[src/design/hrs_pkg.sv]
// ----------------------------------------------------------------------------
// hrs_pkg
// Shared types and constants for the health restart supervisor.
// ----------------------------------------------------------------------------
`default_nettype none

package hrs_pkg;

    localparam int unsigned CFG_INDEX_W = 2;
    localparam int unsigned CFG_DATA_W  = 32;

    localparam logic [CFG_INDEX_W-1:0] CFG_FAILURE_THRESHOLD = 2'd0;
    localparam logic [CFG_INDEX_W-1:0] CFG_BOOT_DELAY        = 2'd1;
    localparam logic [CFG_INDEX_W-1:0] CFG_MAX_RESTARTS      = 2'd2;

    localparam logic [7:0]  RESET_FAILURE_THRESHOLD = 8'd3;
    localparam logic [31:0] RESET_BOOT_DELAY        = 32'd60000;
    localparam logic [7:0]  RESET_MAX_RESTARTS      = 8'd5;

    localparam logic [15:0] RESTART_TOTAL_MAX = 16'hFFFF;

    typedef enum logic [2:0] {
        MODE_IDLE     = 3'd0,
        MODE_MONITOR  = 3'd1,
        MODE_RESTART  = 3'd2,
        MODE_COOLDOWN = 3'd3,
        MODE_LOCKED   = 3'd4
    } mode_t;

    typedef enum logic [2:0] {
        ACT_REPORT       = 3'd0,
        ACT_RESTART_DONE = 3'd1,
        ACT_TICK         = 3'd2,
        ACT_SET_ENABLE   = 3'd3,
        ACT_RESET        = 3'd4
    } action_t;

    typedef struct packed {
        logic [2:0]  action;
        logic        report_valid;
        logic        target_up;
        logic [15:0] fail_streak;
        logic [31:0] success_time;
        logic [31:0] fail_time;
        logic [31:0] now_time;
        logic        enable_value;
    } in_item_t;

    typedef struct packed {
        logic [2:0]  mode;
        logic        is_enabled;
        logic        restart_pending;
        logic [15:0] failure_count;
        logic [15:0] restarts_done;
        logic [31:0] last_success;
        logic [31:0] last_failure;
        logic [31:0] last_restart;
        logic [31:0] lockout_time;
    } status_t;

endpackage

`default_nettype wire

[src/design/health_restart_supervisor.sv]
// ----------------------------------------------------------------------------
// health_restart_supervisor
// Decides when a monitored target must be power-cycled, one event per beat.
// ----------------------------------------------------------------------------
//  Channel   Direction  Carries
//  s_axis    in         one event: action in tuser, report and times in tdata
//  m_axis    out        full status after the event, one beat per event
//  cfg       in         write-only register port, three registers
//
//  One event is accepted per cycle while the result register can take a beat.
//  Each event passes the input register, then the result register.
//  The status update is a single compare, decrement or increment per register.
//  Reset enables monitor mode, zeroes all other state and loads the register
//  defaults; no beat is held. A stalled output holds its beat; the input
//  keeps accepting until both registers are full.
// ----------------------------------------------------------------------------
`default_nettype none

module health_restart_supervisor (
    input  wire logic                            clk,
    input  wire logic                            rst_n,
    input  wire logic                            s_tvalid,
    output logic                                 s_tready,
    // report_valid, target_up, fail_streak, success_time, fail_time,
    // now_time, enable_value, zero pad
    input  wire logic [119:0]                    s_tdata,
    // action
    input  wire logic [2:0]                      s_tuser,
    output logic                                 m_tvalid,
    input  wire logic                            m_tready,
    // mode, is_enabled, restart_pending, failure_count, restarts_done,
    // last_success, last_failure, last_restart, lockout_time, zero pad
    output logic [167:0]                         m_tdata,
    input  wire logic                            cfg_wr_en,
    input  wire logic [hrs_pkg::CFG_INDEX_W-1:0] cfg_index,
    input  wire logic [hrs_pkg::CFG_DATA_W-1:0]  cfg_data
);
    import hrs_pkg::*;

    in_item_t s_item;
    in_item_t item;
    logic     item_valid;
    logic     advance;
    status_t  core_status;
    status_t  m_status;

    always_comb
    begin
        s_item.action       = s_tuser;
        s_item.report_valid = s_tdata[0];
        s_item.target_up    = s_tdata[1];
        s_item.fail_streak  = s_tdata[17:2];
        s_item.success_time = s_tdata[49:18];
        s_item.fail_time    = s_tdata[81:50];
        s_item.now_time     = s_tdata[113:82];
        s_item.enable_value = s_tdata[114];
    end

    hrs_in_reg u_in_reg (
        .clk        (clk),
        .rst_n      (rst_n),
        .s_valid    (s_tvalid),
        .s_ready    (s_tready),
        .s_item     (s_item),
        .advance    (advance),
        .item_valid (item_valid),
        .item       (item)
    );

    hrs_core u_core (
        .clk       (clk),
        .rst_n     (rst_n),
        .cfg_wr_en (cfg_wr_en),
        .cfg_index (cfg_index),
        .cfg_data  (cfg_data),
        .step      (item_valid && advance),
        .item      (item),
        .status    (core_status)
    );

    hrs_out_reg u_out_reg (
        .clk       (clk),
        .rst_n     (rst_n),
        .in_valid  (item_valid),
        .in_status (core_status),
        .advance   (advance),
        .m_valid   (m_tvalid),
        .m_ready   (m_tready),
        .m_status  (m_status)
    );

    always_comb
    begin
        m_tdata          = '0;
        m_tdata[2:0]     = m_status.mode;
        m_tdata[3]       = m_status.is_enabled;
        m_tdata[4]       = m_status.restart_pending;
        m_tdata[20:5]    = m_status.failure_count;
        m_tdata[36:21]   = m_status.restarts_done;
        m_tdata[68:37]   = m_status.last_success;
        m_tdata[100:69]  = m_status.last_failure;
        m_tdata[132:101] = m_status.last_restart;
        m_tdata[164:133] = m_status.lockout_time;
    end

    // A pending restart request always goes with the restart required mode.
    a_pending_mode: assert property (@(posedge clk) disable iff (!rst_n)
        (m_tvalid && m_status.restart_pending) |-> (m_status.mode == MODE_RESTART))
        else $error("restart pending outside restart required mode");

    // An empty result register never blocks the input side.
    a_no_false_stall: assert property (@(posedge clk) disable iff (!rst_n)
        !m_tvalid |-> s_tready)
        else $error("input stalled with an empty result register");

    // The restart count carried by the result never goes down.
    a_restarts_monotonic: assert property (@(posedge clk) disable iff (!rst_n)
        (m_tvalid && m_tready) ##1 m_tvalid
            |-> m_status.restarts_done >= $past(m_status.restarts_done))
        else $error("restart count decreased");

endmodule

`default_nettype wire

[src/design/hrs_in_reg.sv]
// ----------------------------------------------------------------------------
// hrs_in_reg
// Input register stage: holds one accepted beat until the core consumes it.
// ----------------------------------------------------------------------------
`default_nettype none

module hrs_in_reg (
    input  wire logic              clk,
    input  wire logic              rst_n,
    input  wire logic              s_valid,
    output logic                   s_ready,
    input  wire hrs_pkg::in_item_t s_item,
    input  wire logic              advance,
    output logic                   item_valid,
    output hrs_pkg::in_item_t      item
);
    import hrs_pkg::*;

    logic     valid_reg;
    logic     valid_next;
    in_item_t item_reg;

    assign s_ready    = !valid_reg || advance;
    assign valid_next = s_ready ? s_valid : valid_reg;

    always_ff @(posedge clk or negedge rst_n)
    begin
        if (!rst_n)
        begin
            valid_reg <= 1'b0;
        end
        else
        begin
            valid_reg <= valid_next;
        end
    end

    always_ff @(posedge clk)
    begin
        if (s_valid && s_ready)
        begin
            item_reg <= s_item;
        end
    end

    assign item_valid = valid_reg;
    assign item       = item_reg;

endmodule

`default_nettype wire

[src/design/hrs_core.sv]
// ----------------------------------------------------------------------------
// hrs_core
// Supervisor state, configuration registers and the per-event update logic.
// ----------------------------------------------------------------------------
`default_nettype none

module hrs_core (
    input  wire logic                           clk,
    input  wire logic                           rst_n,
    input  wire logic                           cfg_wr_en,
    input  wire logic [hrs_pkg::CFG_INDEX_W-1:0] cfg_index,
    input  wire logic [hrs_pkg::CFG_DATA_W-1:0]  cfg_data,
    input  wire logic                           step,
    input  wire hrs_pkg::in_item_t              item,
    output hrs_pkg::status_t                    status
);
    import hrs_pkg::*;

    logic [7:0]  threshold_reg;
    logic [31:0] boot_delay_reg;
    logic [7:0]  max_restarts_reg;

    mode_t       mode_reg,          mode_next;
    logic        enable_reg,        enable_next;
    logic        pending_reg,       pending_next;
    logic [15:0] failures_reg,      failures_next;
    logic [15:0] restart_total_reg, restart_total_next;
    logic [31:0] cooldown_reg,      cooldown_next;
    logic [31:0] success_stamp_reg, success_stamp_next;
    logic [31:0] failure_stamp_reg, failure_stamp_next;
    logic [31:0] restart_stamp_reg, restart_stamp_next;
    logic [31:0] lockout_stamp_reg, lockout_stamp_next;

    logic [31:0] cooldown_dec;
    logic        at_threshold;
    logic        at_limit;

    always_ff @(posedge clk or negedge rst_n)
    begin
        if (!rst_n)
        begin
            threshold_reg    <= RESET_FAILURE_THRESHOLD;
            boot_delay_reg   <= RESET_BOOT_DELAY;
            max_restarts_reg <= RESET_MAX_RESTARTS;
        end
        else if (cfg_wr_en)
        begin
            unique case (cfg_index)
                CFG_FAILURE_THRESHOLD: threshold_reg    <= cfg_data[7:0];
                CFG_BOOT_DELAY:        boot_delay_reg   <= cfg_data;
                CFG_MAX_RESTARTS:      max_restarts_reg <= cfg_data[7:0];
                default:               ;
            endcase
        end
    end

    assign cooldown_dec = (cooldown_reg != 32'd0) ? cooldown_reg - 32'd1 : 32'd0;
    assign at_threshold = item.fail_streak >= {8'd0, threshold_reg};
    assign at_limit     = restart_total_reg >= {8'd0, max_restarts_reg};

    always_comb
    begin
        mode_next          = mode_reg;
        enable_next        = enable_reg;
        pending_next       = pending_reg;
        failures_next      = failures_reg;
        restart_total_next = restart_total_reg;
        cooldown_next      = cooldown_reg;
        success_stamp_next = success_stamp_reg;
        failure_stamp_next = failure_stamp_reg;
        restart_stamp_next = restart_stamp_reg;
        lockout_stamp_next = lockout_stamp_reg;

        unique case (item.action)
            ACT_REPORT:
            begin
                // Reports are ignored while a restart is underway.
                if (enable_reg && item.report_valid &&
                    mode_reg != MODE_RESTART && mode_reg != MODE_COOLDOWN)
                begin
                    if (item.target_up)
                    begin
                        failures_next      = 16'd0;
                        success_stamp_next = item.success_time;
                        mode_next          = MODE_MONITOR;
                    end
                    else
                    begin
                        failures_next      = item.fail_streak;
                        failure_stamp_next = item.fail_time;
                        if (at_threshold)
                        begin
                            if (at_limit)
                            begin
                                if (mode_reg != MODE_LOCKED)
                                begin
                                    lockout_stamp_next = item.now_time;
                                    mode_next          = MODE_LOCKED;
                                end
                            end
                            else if (!pending_reg)
                            begin
                                pending_next = 1'b1;
                                mode_next    = MODE_RESTART;
                            end
                        end
                    end
                end
            end
            ACT_RESTART_DONE:
            begin
                if (pending_reg)
                begin
                    pending_next  = 1'b0;
                    failures_next = 16'd0;
                    if (restart_total_reg != RESTART_TOTAL_MAX)
                    begin
                        restart_total_next = restart_total_reg + 16'd1;
                    end
                    restart_stamp_next = item.now_time;
                    cooldown_next      = boot_delay_reg;
                    mode_next          = MODE_COOLDOWN;
                end
            end
            ACT_TICK:
            begin
                if (mode_reg == MODE_COOLDOWN)
                begin
                    cooldown_next = cooldown_dec;
                    if (cooldown_dec == 32'd0)
                    begin
                        mode_next = enable_reg ? MODE_MONITOR : MODE_IDLE;
                    end
                end
            end
            ACT_SET_ENABLE:
            begin
                if (item.enable_value != enable_reg)
                begin
                    enable_next   = item.enable_value;
                    cooldown_next = 32'd0;
                    pending_next  = 1'b0;
                    failures_next = 16'd0;
                    mode_next     = item.enable_value ? MODE_MONITOR : MODE_IDLE;
                end
            end
            ACT_RESET:
            begin
                cooldown_next = 32'd0;
                pending_next  = 1'b0;
                failures_next = 16'd0;
                mode_next     = enable_reg ? MODE_MONITOR : MODE_IDLE;
            end
            default:
            begin
            end
        endcase
    end

    always_ff @(posedge clk or negedge rst_n)
    begin
        if (!rst_n)
        begin
            mode_reg          <= MODE_MONITOR;
            enable_reg        <= 1'b1;
            pending_reg       <= 1'b0;
            failures_reg      <= 16'd0;
            restart_total_reg <= 16'd0;
            cooldown_reg      <= 32'd0;
            success_stamp_reg <= 32'd0;
            failure_stamp_reg <= 32'd0;
            restart_stamp_reg <= 32'd0;
            lockout_stamp_reg <= 32'd0;
        end
        else if (step)
        begin
            mode_reg          <= mode_next;
            enable_reg        <= enable_next;
            pending_reg       <= pending_next;
            failures_reg      <= failures_next;
            restart_total_reg <= restart_total_next;
            cooldown_reg      <= cooldown_next;
            success_stamp_reg <= success_stamp_next;
            failure_stamp_reg <= failure_stamp_next;
            restart_stamp_reg <= restart_stamp_next;
            lockout_stamp_reg <= lockout_stamp_next;
        end
    end

    always_comb
    begin
        status.mode            = mode_next;
        status.is_enabled      = enable_next;
        status.restart_pending = pending_next;
        status.failure_count   = failures_next;
        status.restarts_done   = restart_total_next;
        status.last_success    = success_stamp_next;
        status.last_failure    = failure_stamp_next;
        status.last_restart    = restart_stamp_next;
        status.lockout_time    = lockout_stamp_next;
    end

endmodule

`default_nettype wire

[src/design/hrs_out_reg.sv]
// ----------------------------------------------------------------------------
// hrs_out_reg
// Result register: holds the status beat until the downstream side takes it.
// ----------------------------------------------------------------------------
`default_nettype none

module hrs_out_reg (
    input  wire logic             clk,
    input  wire logic             rst_n,
    input  wire logic             in_valid,
    input  wire hrs_pkg::status_t in_status,
    output logic                  advance,
    output logic                  m_valid,
    input  wire logic             m_ready,
    output hrs_pkg::status_t      m_status
);
    import hrs_pkg::*;

    logic    valid_reg;
    logic    valid_next;
    status_t status_reg;

    assign advance    = !valid_reg || m_ready;
    assign valid_next = advance ? in_valid : valid_reg;

    always_ff @(posedge clk or negedge rst_n)
    begin
        if (!rst_n)
        begin
            valid_reg <= 1'b0;
        end
        else
        begin
            valid_reg <= valid_next;
        end
    end

    always_ff @(posedge clk)
    begin
        if (advance && in_valid)
        begin
            status_reg <= in_status;
        end
    end

    assign m_valid  = valid_reg;
    assign m_status = status_reg;

endmodule

`default_nettype wire

[config.mk]
export PLATFORM = sky130hd
export DESIGN_NAME = health_restart_supervisor
export DESIGN_NICKNAME = d
export VERILOG_FILES = /design/src/design/hrs_pkg.sv /design/src/design/health_restart_supervisor.sv /design/src/design/hrs_in_reg.sv /design/src/design/hrs_core.sv /design/src/design/hrs_out_reg.sv
export SDC_FILE = /design/constraint.sdc
export NUM_CORES = 1
export LEC_CHECK = 0
export BUFFER_PORTS_ARGS = -buffer_cell sky130_fd_sc_hd__buf_4
export CAP_MARGIN = 10
export CORE_UTILIZATION = 40
export CTS_CLUSTER_SIZE = 25
export DETAILED_ROUTE_END_ITERATION = 16
export GPL_TIMING_DRIVEN = 0
export HOLD_SLACK_MARGIN = 0.08
export SLEW_MARGIN = 10
export SYNTH_ARGS = -nofsm -noshare
export SYNTH_HDL_FRONTEND = slang
export SYNTH_SLANG_ARGS = --single-unit
[constraint.sdc]
create_clock -name clk -period 8.6 [get_ports clk]
set_clock_uncertainty 0.2 [all_clocks]
set_input_delay 0.86 -clock clk [delete_from_list [all_inputs] [get_ports clk]]
set_output_delay 0.86 -clock clk [all_outputs]
set_load 0.1 [all_outputs]
Word-level counts from Yosys, hierarchy flattened:

Cells that the tools add are included.
Widths: inputs -> output; s select.

* $add $sub $neg: 2
* multiply operators: 0
* divide/modulo/power cells: 0
* order comparisons: 2
* equal/unequal tests: 15
* shift-type cells: 0
* muxes and demuxes: 48
* bitwise gates (word level): 0
* reduce and logical (&&, ||, !) cells: 19

Operators with widths (count)
* $mux 32: 18
* $pmux 32 s4: 1
* $mux 16: 7
* $pmux 16 s4: 1
* $ge 16x8->1: 2
* $logic_not 32->1: 1
* $reduce_bool 32->1: 1
* $sub 32x1->32 const B: 1
* $mux 3: 10
* $add 16x1->16 const B: 1
* $ne 16x16->1 const B: 1
* $pmux 3 s5: 1
* $eq 3x2->1 const B: 3
* $mux 1: 9
* $ne 2x1->1 const B: 3
* $ne 3x2->1 const B: 2
* $reduce_and 2->1: 3
* $logic_and 1x1->1: 5
* $reduce_and 5->1: 1
* $reduce_bool 4->1: 1
* $eq 3x1->1 const B: 1
* $eq 3x3->1 const B: 1
* $logic_not 3->1: 1
* $ne 3x3->1 const B: 1
* 8 further kinds: 10

* register bits: 530
* latch bits: 0
* memory bits (writable): 0
* ROM bits: 0
* input port bits: 162
* output and inout port bits: 170
* logic and storage cells: 118
* memories: 0

Depth between registers and ports, before layout:

* word-level depth: 7
* gate-level depth with buffers: 12
* depth with buffers taken out: 10

By module:

A second synthesis with hierarchy kept.

* cells, all modules: 1498
* area total of the unflattened synthesis: 21674.5 um2

Modules (own cells, without submodules)
* hrs_core: instances 1, cells each 1202, area each 13036.3 um2, seq. area each 6147.1 um2
* hrs_out_reg: instances 1, cells each 169, area each 5008.6 um2, seq. area each 4979.8 um2
* hrs_in_reg: instances 1, cells each 122, area each 3597.2 um2, seq. area each 3568.4 um2
* health_restart_supervisor: instances 1, cells each 5, area each 32.5 um2, seq. area each 0.0 um2

Worst setup path before layout:

No wires, ideal clock.

* kind: input-to-reg
* from: in m_tready
* to: reg u_out_reg.status_reg, in the netlist u_out_reg.m_status[0], enable pin
* setup time: 0.594 ns
* arrival: 6.142 ns
* data required time: 7.806 ns
* path slack: 1.664 ns
* stages on the path: 5
* path buffers: 2
* path through: nand2b_1 > nand2_1 > inv_1 > clkbuf_1 > clkbuf_1

* cells in the longest elaborated chain, start to end: 2

Ends and longest elaborated chain
* start, declared: line health_restart_supervisor.sv:30 `input wire logic m_tready,`
* $logic_or 1x1->1: line hrs_out_reg.sv:23 `assign advance = !valid_reg || m_ready;`
* $logic_and 1x1->1
* via u_core.step: line hrs_core.sv:13 `input wire logic step,`
* end signal, assigned: line hrs_out_reg.sv:42 `status_reg <= in_status;`
* end, declared: line hrs_out_reg.sv:21 `status_t status_reg;`

The timed path passes the listed nets, and every way through them passes these cells.
A chain may end at the register's enable or synchronous reset.

==> impl_metrics.json <==
{
  "fin_hold_ws_ps": 217,
  "routed_via_density": 5.07,
  "layout-drive-gt1-share_pct": 28.9,
  "final_cell_area_um2": 27200,
  "pin_count": 332,
  "tightest_slew_ps": 1060,
  "wirelength_um": 56400,
  "largest_reg_flops": 165,
  "clock_sink_count": 530,
  "final_common_cell": "nand2_1",
  "tns_ps": 0,
  "clockBufferDepth": 3,
  "finalCriticalPeriod_ps": 4020,
  "n_fill_cell": 4743,
  "die_w_um": 236,
  "track_usage_pct": 20.3,
  "ys_types": 67,
  "maxSlewViolCount": 0,
  "cts_hold_buf": 1,
  "n_antenna_cell": 0,
  "drc": 0,
  "syn_inst": 1757,
  "postCtsSetupRepairBufs": 0,
  "seq_area_frac_synth_pct": 67.0,
  "yosys_warnings": 0,
  "numPortBuffers": 323,
  "async_flop_share_pct": 46.6,
  "cts.repair.resized": 0,
  "fin_crit_sh_pct": 46.8,
  "instances_no_fill": 2888,
  "cts-root-buf": "clkbuf_16",
  "avgSynthCellArea_um2": 12.5,
  "synth_edf_count": 283,
  "syn_to_final_growth_pct": 24.2,
  "ys_seq_elements": 530,
  "setup.worst_path.end_class": "register",
  "first_global_vias": 15100,
  "status": "finished clean",
  "grt_pass1_wl_um": 88100,
  "cp.required_ps": 8740,
  "cts_max_level": 2,
  "die_h_um": 236,
  "first_pass_iters": 6,
  "dpl.cell_count": 2786,
  "cap_viol_max_count": 0,
  "rsz0062_at_grt": "no",
  "place_ws_ps": 4430,
  "gp_congestion": 0.892,
  "synthesis.area_um2": 21900,
  "row_count": 85,
  "max_freq_mhz": 249,
  "path_class": "register to register",
  "cts.clk_slew.worst_paths_ps": 60,
  "grt_overflow_total": 0,
  "cts_tree": "yes",
  "ant_nets": 0,
  "layout_common_cells": "nand2_1, buf_4, edfxtp_1, dfrtp_1, mux2_2",
  "vias": 14700,
  "dpl-instance-area_um2": 25400,
  "slew_headroom_pct": 28.4,
  "antenna_found_initial": 2,
  "cts_buffers": 54,
  "dieArea_um2": 55800,
  "p_leak_uw": 0.0121,
  "ir_drop_v": 0.000196,
  "grt_max_degree": 102,
  "core_area_um2": 54000,
  "crit_fanout": 10,
  "start_util_pct": 40.6,
  "p_per_area_nw_per_um2": 295,
  "final_nets": 2328,
  "wl_per_cell_um": 19.5,
  "layout_setup_ws_ps": 4580,
  "hold_viol": 0,
  "dp_hpwl_um": 39000,
  "clk_latency_ps": 610,
  "drt_iter0_drc": 961,
  "setup_violations": 0,
  "synth_top_flop_cell": "edfxtp_1",
  "start_kind": "register",
  "hold_path_class": "input pin to register",
  "arrival_ps": 4160
}
[worst paths after layout]
path                                              from                           end  slack (ps)  cells past startpoint
min                                        s_tdata[40]             u_in_reg.item[87]         220                      1
max in group asynchronous                        rst_n       u_core.cooldown_reg[26]        6260                      4
min in group asynchronous                        rst_n  u_core.failure_stamp_reg[15]         570                      2
max                                  u_core.enable_reg        u_out_reg.m_status[22]        4580                      8
min reg2reg                u_core.success_stamp_reg[3]   u_core.success_stamp_reg[3]         270                      2
max reg2reg                          u_core.enable_reg        u_out_reg.m_status[22]        4580                      8
[where the power goes]
part | internal (uW) | switching (uW)
Combinational | 600 | 1600
Sequential | 3210 | 275
Clock | 1360 | 994
[area by class of cell]
class                      instances  area (um2)  share of cell area, %
sequential                       530       14700                   53.9
multi-input combinational       1112        6750                   24.8
timing repair buffer             332        2630                   9.66
clock buffer                      82        1620                   5.94
tap                              696         871                   3.20
buffer                            86         383                   1.41
clock inverter                    19         180                  0.661
inverter                          31         116                  0.427
[stage by stage]
step	total power (uW)	utilization, %
floorplan	5150	-
global placement	5700	46.7
detailed placement	5730	47.1
CTS	8120	50.4
global route	8410	50.4
finish	8040	50.4
[cells by family after synthesis]
kind of cell               after synthesis  share of synthesized area, %
and+or+nand+nor                        695                          13.4
AOI/OAI and AO/OA                      191                          5.56
buffers and inverters                  117                          2.26
muxes                                  175                          9.49
other                                    1                        0.0171
adders and majority gates               19                          1.08
DFF                                    530                          67.0
xor gates and xnor gates                29                          1.16
[critical path: stages (launching register included)]
cell      delay, ps
dfstp_2         510
clkbuf_1        300
and3_1          320
nand2_1          70
nor2_1          730
nand3_2         260
a31oi_4         340
buf_1           620
mux2_2          410
[per-layer routing]
metal	vias to the layer above	track usage [%]	wire [um]
met3	87	5.08	3720
met4	4	6.14	1480
met2	385	32.0	26100
li1	6940	-	-
met1	7240	27.7	25100
met5	-	0	28
[cell usage after synthesis, types with 11 or more instances]
| master | n | area share [%] |
|---|---|---|
| a21oi_1 | 46 | 1.0 |
| a22o_1 | 15 | 0.60 |
| clkbuf_1 | 68 | 1.2 |
| dfrtp_1 | 234 | 27 |
| dfstp_2 | 13 | 1.6 |
| edfxtp_1 | 283 | 39 |
| ha_1 | 19 | 1.1 |
| inv_1 | 31 | 0.53 |
| mux2_2 | 144 | 7.4 |
| mux2_4 | 30 | 2.1 |
| nand2_1 | 491 | 8.4 |
| nand3_1 | 17 | 0.39 |
| nand4_1 | 15 | 0.43 |
| nor2_1 | 69 | 1.2 |
| nor3_1 | 30 | 0.68 |
| nor4_1 | 15 | 0.43 |
| o21ai_0 | 64 | 1.5 |
| xnor2_1 | 11 | 0.44 |
| xor2_1 | 18 | 0.72 |
Note: power is estimated with default switching activity, not from simulation.
